File: config.mk
export PLATFORM = sky130hd
export DESIGN_NAME = brb_front
export DESIGN_NICKNAME = d
export VERILOG_FILES = /design/src/sv/brb_pkg.sv /design/src/sv/brb_front.sv
export SDC_FILE = /design/constraint.sdc
export NUM_CORES = 1
export LEC_CHECK = 0
export BUFFER_PORTS_ARGS = -buffer_cell sky130_fd_sc_hd__buf_2
export CAP_MARGIN = 20
export CELL_PAD_IN_SITES_DETAIL_PLACEMENT = 0
export CELL_PAD_IN_SITES_GLOBAL_PLACEMENT = 1
export CORE_ASPECT_RATIO = 0.7
export CORE_MARGIN = 3
export CORE_UTILIZATION = 53
export CTS_CLUSTER_DIAMETER = 200
export DETAILED_ROUTE_END_ITERATION = 12
export MAX_ROUTING_LAYER = met4
export PLACE_DENSITY = 0.84
export SLEW_MARGIN = 10
export SYNTH_ARGS = -nofsm -noshare
export SYNTH_HDL_FRONTEND = slang
export SYNTH_SLANG_ARGS = --single-unit
export TNS_END_PERCENT = 10
File: constraint.sdc
create_clock -name clk -period 5.1 [get_ports clk]
set_input_delay 0.765 -clock clk [delete_from_list [all_inputs] [get_ports clk]]
set_output_delay 0.765 -clock clk [all_outputs]
set_load 0.005 [all_outputs]
File: src/sv/brb_pkg.sv
`default_nettype none

package brb_pkg;

  localparam int CNT_W   = 13;
  localparam int QDEPTH  = 4;
  localparam int QAW     = $clog2(QDEPTH);
  localparam int QCW     = $clog2(QDEPTH + 1);

  localparam logic [1:0] CMD_PUSH  = 2'd0;
  localparam logic [1:0] CMD_POP   = 2'd1;
  localparam logic [1:0] CMD_CLEAR = 2'd2;

  localparam logic [1:0] ST_OK        = 2'd0;
  localparam logic [1:0] ST_REJECTED  = 2'd1;
  localparam logic [1:0] ST_UNDERFLOW = 2'd2;
  localparam logic [1:0] ST_TOO_LARGE = 2'd3;

  typedef enum logic [1:0] {
    OP_PUSH  = 2'd0,
    OP_POP   = 2'd1,
    OP_CLEAR = 2'd2,
    OP_BIG   = 2'd3
  } op_t;

  typedef struct packed {
    logic [1:0]       cmd;
    logic [7:0]       data_byte;
    logic             run_first;
    logic [CNT_W-1:0] count;
  } in_item_t;

  typedef struct packed {
    logic [7:0]       out_byte;
    logic             last;
    logic [1:0]       status;
    logic [CNT_W-1:0] used_count;
    logic [CNT_W-1:0] free_count;
  } out_item_t;

  typedef struct packed {
    op_t              op;
    logic [7:0]       data_byte;
    logic             run_first;
    logic [CNT_W-1:0] count;
  } qent_t;

endpackage

`default_nettype wire

File: src/sv/brb_front.sv
`default_nettype none

module brb_front import brb_pkg::*; #(
  parameter int MAX_POP = 64
) (
  input  wire logic     clk,
  input  wire logic     rst_n,
  input  wire logic     in_valid,
  output logic          in_ready,
  input  wire in_item_t in_data,
  output logic          q_valid,
  input  wire logic     q_ready,
  output qent_t         q_entry
);

  qent_t            q_mem_r [QDEPTH];
  logic [QAW-1:0]   wr_ptr_r, wr_ptr_nxt;
  logic [QAW-1:0]   rd_ptr_r, rd_ptr_nxt;
  logic [QCW-1:0]   fill_r, fill_nxt;
  qent_t            ent;
  logic             keep;
  logic             push_q, pop_q;

  // classify: pops of zero bytes and the unused command leave no trace
  always_comb begin
    ent.data_byte = in_data.data_byte;
    ent.run_first = in_data.run_first;
    ent.count     = in_data.count;
    ent.op        = OP_PUSH;
    keep          = 1'b1;
    unique case (in_data.cmd)
      CMD_PUSH: ent.op = OP_PUSH;
      CMD_POP: begin
        if (in_data.count > CNT_W'(MAX_POP)) begin
          ent.op = OP_BIG;
        end else begin
          ent.op = OP_POP;
          keep   = (in_data.count != '0);
        end
      end
      CMD_CLEAR: ent.op = OP_CLEAR;
      default: keep = 1'b0;
    endcase
  end

  assign in_ready = (fill_r != QCW'(QDEPTH));
  assign q_valid  = (fill_r != '0);
  assign q_entry  = q_mem_r[rd_ptr_r];
  assign push_q   = in_valid && in_ready && keep;
  assign pop_q    = q_valid && q_ready;

  always_comb begin
    wr_ptr_nxt = push_q ? wr_ptr_r + 1'b1 : wr_ptr_r;
    rd_ptr_nxt = pop_q  ? rd_ptr_r + 1'b1 : rd_ptr_r;
    fill_nxt   = fill_r + QCW'(push_q) - QCW'(pop_q);
  end

  always_ff @(posedge clk) begin
    if (!rst_n) begin
      wr_ptr_r <= '0;
      rd_ptr_r <= '0;
      fill_r   <= '0;
    end else begin
      wr_ptr_r <= wr_ptr_nxt;
      rd_ptr_r <= rd_ptr_nxt;
      fill_r   <= fill_nxt;
    end
  end

  always_ff @(posedge clk) begin
    if (push_q) begin
      q_mem_r[wr_ptr_r] <= ent;
    end
  end

endmodule

`default_nettype wire

# Word level (Yosys, flattened, before mapping)
# Memories as Yosys holds them, arrays and structs flattened. A register that Yosys moved wholly into a read port is not among the register bits.
# Index checks and enable logic that the tools add are counted.
[word_totals] n_memories=1 elab_cells=27 reg_bits=7 ram_bits=96 in_bits=28
[mem_list] name="q_mem_r" words=4 width=24 rd=1 rd_clocked_by_memory_dff=1 wr=1 line="brb_front.sv:16" text="qent_t q_mem_r [QDEPTH];"
[op_classes] n_lt_le_gt_ge=1 n_reduce_logical=7 add_sub_neg=4 n_eq_ne=3 n_mux=8
[ops] cell="$gt 13x7->1 const B" n=1
[ops] cell="$reduce_bool 13->1" n=1
[ops] cell="$mux 2" n=3
[ops] cell="$add 2x1->2 const B" n=2
[ops] cell="$pmux 2 s2" n=1
[ops] cell="$add 3x1->3" n=1
[ops] cell="$logic_and 1x1->1" n=3
[ops] cell="$mux 1" n=3
[ops] cell="$ne 3x3->1 const B" n=1
[ops] cell="$reduce_bool 3->1" n=1
[ops] cell="$sub 3x1->3" n=1
[ops] cell="$eq 2x1->1 const B" n=1
[ops] cell="$eq 2x2->1 const B" n=1
[ops] cell="$logic_not 2->1" n=1
[ops] cell="$pmux 1 s2" n=1
[ops] cell="$reduce_or 2->1" n=1

# Longest topological paths before layout
[logic_depth] depth_word=6 ltp_mapped=12 ltp_nobuf=12

# Worst setup path after synthesis
# OpenSTA, ideal clock, no wires.
[synth_path] kind="input port to flip-flop" start="input in_data[3] (netlist name)" end="register fill_r[2]" setup_slack_ns=2.302 cell_stages=10 path_buffers=0 t_arrival_ns=2.683 cell_sequence="or4_4 > nor4_4 > a31oi_2 > inv_1 > ha_1 > inv_1 > ha_1 > fa_1 > xnor2_1 > and2_1"
[synth_between] elab_chain_len=6
[synth_lines] element="start: declaration" line="brb_front.sv:10" text="input wire in_item_t in_data,"
[synth_lines] element="$gt 13x7->1 or $reduce_bool 13->1 (tied branches)" line="brb_front.sv:34, brb_front.sv:38"
[synth_lines] element="$mux 1 *" line="brb_front.sv:34" text="if (in_data.count > CNT_W'(MAX_POP)) begin"
[synth_lines] element="$pmux 1 s2 *" line="brb_front.sv:31" text="unique case (in_data.cmd)"
[synth_lines] element="$logic_and 1x1->1 *" line="brb_front.sv:49" text="assign push_q = in_valid && in_ready && keep;"
[synth_lines] element="$add 3x1->3 *" line="brb_front.sv:55" text="fill_nxt = fill_r + QCW'(push_q) - QCW'(pop_q);"
[synth_lines] element="$sub 3x1->3 *" line="brb_front.sv:55"
[synth_lines] element="end signal: assignment" line="brb_front.sv:66" text="fill_r <= fill_nxt;"
[synth_lines] element="end: declaration" line="brb_front.sv:19" text="logic [QCW-1:0] fill_r, fill_nxt;"
# Mark *: on every way between the ends. The rest lies on a longest branch, timed or not.
# A chain may end at the register's enable or synchronous reset.

==> flow_summary.toml <==
[worst_setup_path]
rrSetupSlack_ns = 2.73
cp-start-kind = "flip-flop"
path_class = "reg2out"
critPathMaxStageDelay_ns = 0.90
worst_path_max_delay_cell = "dfxtp_2"
cp_num_buf_inv = 1
cpLargestDelayFamily = "flip-flops"
endpoint_kind = "output pin"
crit_arrival_ns = 2.06
cp_cell_sequence = "mux4_2 -> buf_2"
crit_fanout = 24
worstPathRequired_ns = 4.34

[synth]
ys_warn_count = 0
yosysUniqueCellTypes = 26
ys_ff_latch = 105
ys_seq_area_frac = 0.750
synth_area_um2 = 4080
synth.net_count = 233
ys_top_cells_by_area = "edfxtp_1, mux4_2, dfxtp_1"
netlist_instances = 193
synth_top_area_frac = 0.706
post-synth-top-area-cell = "edfxtp_1"
syn_avg_cell_area_um2 = 21.1

[detailed_routing]
wire_per_inst_um = 19.3
vias_per_cell = 5.48
ant_nets = 0
drc = 0
wl_mm = 6.92
drt_pass1_iterations = 4
vias = 1963
drt_iter0_markers = 118

[timing]
period_needed_ns = 2.82
setup_violations = 0
rsz0062_at_grt = "no"
slew_headroom = 0.419
final.period_utilization = 0.553
worst_pin_slew_ns = 0.871
fmax_mhz = 354
finalHoldViolations = 0
fin_tns_setup_ns = 0
fin_skew_ns = 0.00814
slew_violations = 0

[placed_design]
routabilityCongestion = 0.758
dp.final_hpwl_mm = 4.63
post_dp_cell_area_um2 = 4510
port_buffers = 53

[status]
status = "finished clean"

[pwr]
p_leak_nw = 1.62
total_power_w = 0.00193
peakVddDrop_v = 0.000268
powerDensity_nw_per_um2 = 412

[cts]
cts_setup_buffers = 0
cts_tree = "yes"
htreeDepth = 3
clock-root-buffer = "clkbuf_8"
cts_resized = 0
clk_path_buf_depth = 2
clock_latency_ns = 0.36
cts.hold.buffers_added = 0
cts.sinks = 105
cts.clk_slew.worst_paths_ns = 0.09
cts_buffers = 9

[global_route]
grt_pass1_vias = 1953
grt_max_degree = 25
antenna_found_initial = 0
grt_pass1_wl_mm = 10.9
grtUsageTotal = 0.175
overflow = 0

[finish]
areaGrowthSynthToFinish_pct = 15.0
drive_gt1_frac = 0.388
n_antenna_cell = 0
fin_nets = 295
finalInstanceArea_um2 = 4690

[floorplan]
ios = 54
rows = 26
core_um2 = 7380
fp.dieH_um = 79.4
die_w_um = 111
dieArea_um2 = 8810
start_util = 0.553

[worst_hold_path]
hold_path.class = "reg2reg"

[flow_run]
drv_cap = 0
==> power by group <==
group          internal [W]  switching (W)
clock              0.000227       0.000261
combinational      0.000231       0.000149
sequential         0.000993      0.0000712
total               0.00145       0.000482
==> synth_stat cells, drive strengths merged <==
cell type	number
o31a	1
o21ai	1
nand2	7
or3	2
nor4	1
mux4	24
ha	11
dfxtp	9
or3b	1
xnor2	2
nor2	2
fa	1
a31oi	1
clkbuf	3
or4	2
nor3	1
edfxtp	96
inv	8
buf	4
and2	10
xor2	2
mux2i	2
o21a	1
nand4b	1
==> routing by layer <==
| metal | GRT usage | routed length, µm | up-vias |
|---|---|---|---|
| met4 | 0.0443 | 74 | 0 |
| met1 | 0.242 | 3270 | 1016 |
| met2 | 0.253 | 3220 | 49 |
| met3 | 0.0598 | 348 | 9 |
| met5 | - | 0 | - |
| li1 | - | - | 889 |
==> cells in the final DEF, fill, tap and decap left out <==
cell,synthesis,routed
edfxtp_1,96,96
buf_2,3,53
mux4_2,24,24
ha_1,11,11
and2_1,10,10
clkbuf_8,0,9
inv_1,8,8
dfxtp_1,9,8
nand2_1,7,7
buf_4,0,3
nor2_1,2,2
or3_1,2,2
mux2i_1,2,2
xor2_1,2,2
xnor2_1,2,2
clkinv_2,0,2
clkbuf_1,3,2
o31a_1,1,1
or4_4,1,1
nor4_4,1,1
or4_1,1,1
o21a_1,1,1
o21ai_0,1,1
or3b_2,1,1
nor3_1,1,1
nand4b_1,1,1
a31oi_2,1,1
fa_1,1,1
dfxtp_2,0,1
clkinvlp_4,0,1
clkinv_4,0,1
bufinv_16,0,1
buf_16,0,1
buf_8,0,1
==> path summary, 6_finish.rpt <==
kind / from / cells after the start / end
max: flip-flop / 2 / q_entry[2]
max reg2reg: fill_r[1] / 10 / fill_r[2]
min: wr_ptr_r[0] / 2 / wr_ptr_r[0]
min reg2reg: wr_ptr_r[0] / 2 / wr_ptr_r[0]
==> worst register-to-register path, cell delays in order, from the launching register on <==
cell,delay [ns]
dfxtp_1,0.41
or3b_2,0.17
nand4b_1,0.11
a31oi_2,0.34
inv_1,0.08
ha_1,0.28
inv_1,0.04
ha_1,0.18
fa_1,0.38
xnor2_1,0.13
and2_1,0.15
==> kinds of logic (layout without fill, tap and decap cells) <==
logic type	after synthesis	count (layout)	synth area share
adders and majority gates	12	12	0.0386
xor gates and xnor gates	4	4	0.00859
and+or+nand+nor	27	27	0.0420
buffers and inverters	15	82	0.0147
muxes	26	26	0.137
DFF	105	105	0.750
AOI/OAI and AO/OA	4	4	0.00828
==> stage by stage <==
step,instances,hold WS [ns],utilization,setup slack (ns)
3_3_place_gp,340,0.494,0.604,1.99
2_1_floorplan,193,0.468,-,2.30
3_5_place_dp,342,0.496,0.610,1.98
4_1_cts,358,0.509,0.636,2.18
6_report,358,0.510,0.636,2.28
5_1_grt,358,0.540,0.636,2.06
==> sequential cells by signal, summed over array words and instances (netlist names), named ones only <==
signal,flops
rd_ptr_r,2
q_mem_r,96
wr_ptr_r,2
fill_r,3
==> area by class of cell <==
type | count | area (µm²)
Clock buffer | 11 | 131
Clock inverter | 5 | 56.3
Fill cell | 510 | 2690
Inverter | 8 | 30.0
Multi-Input combinational cell | 73 | 958
Sequential cell | 105 | 3060
Tap cell | 98 | 123
Timing Repair Buffer | 58 | 330
Power figures use the tool's default switching activity.
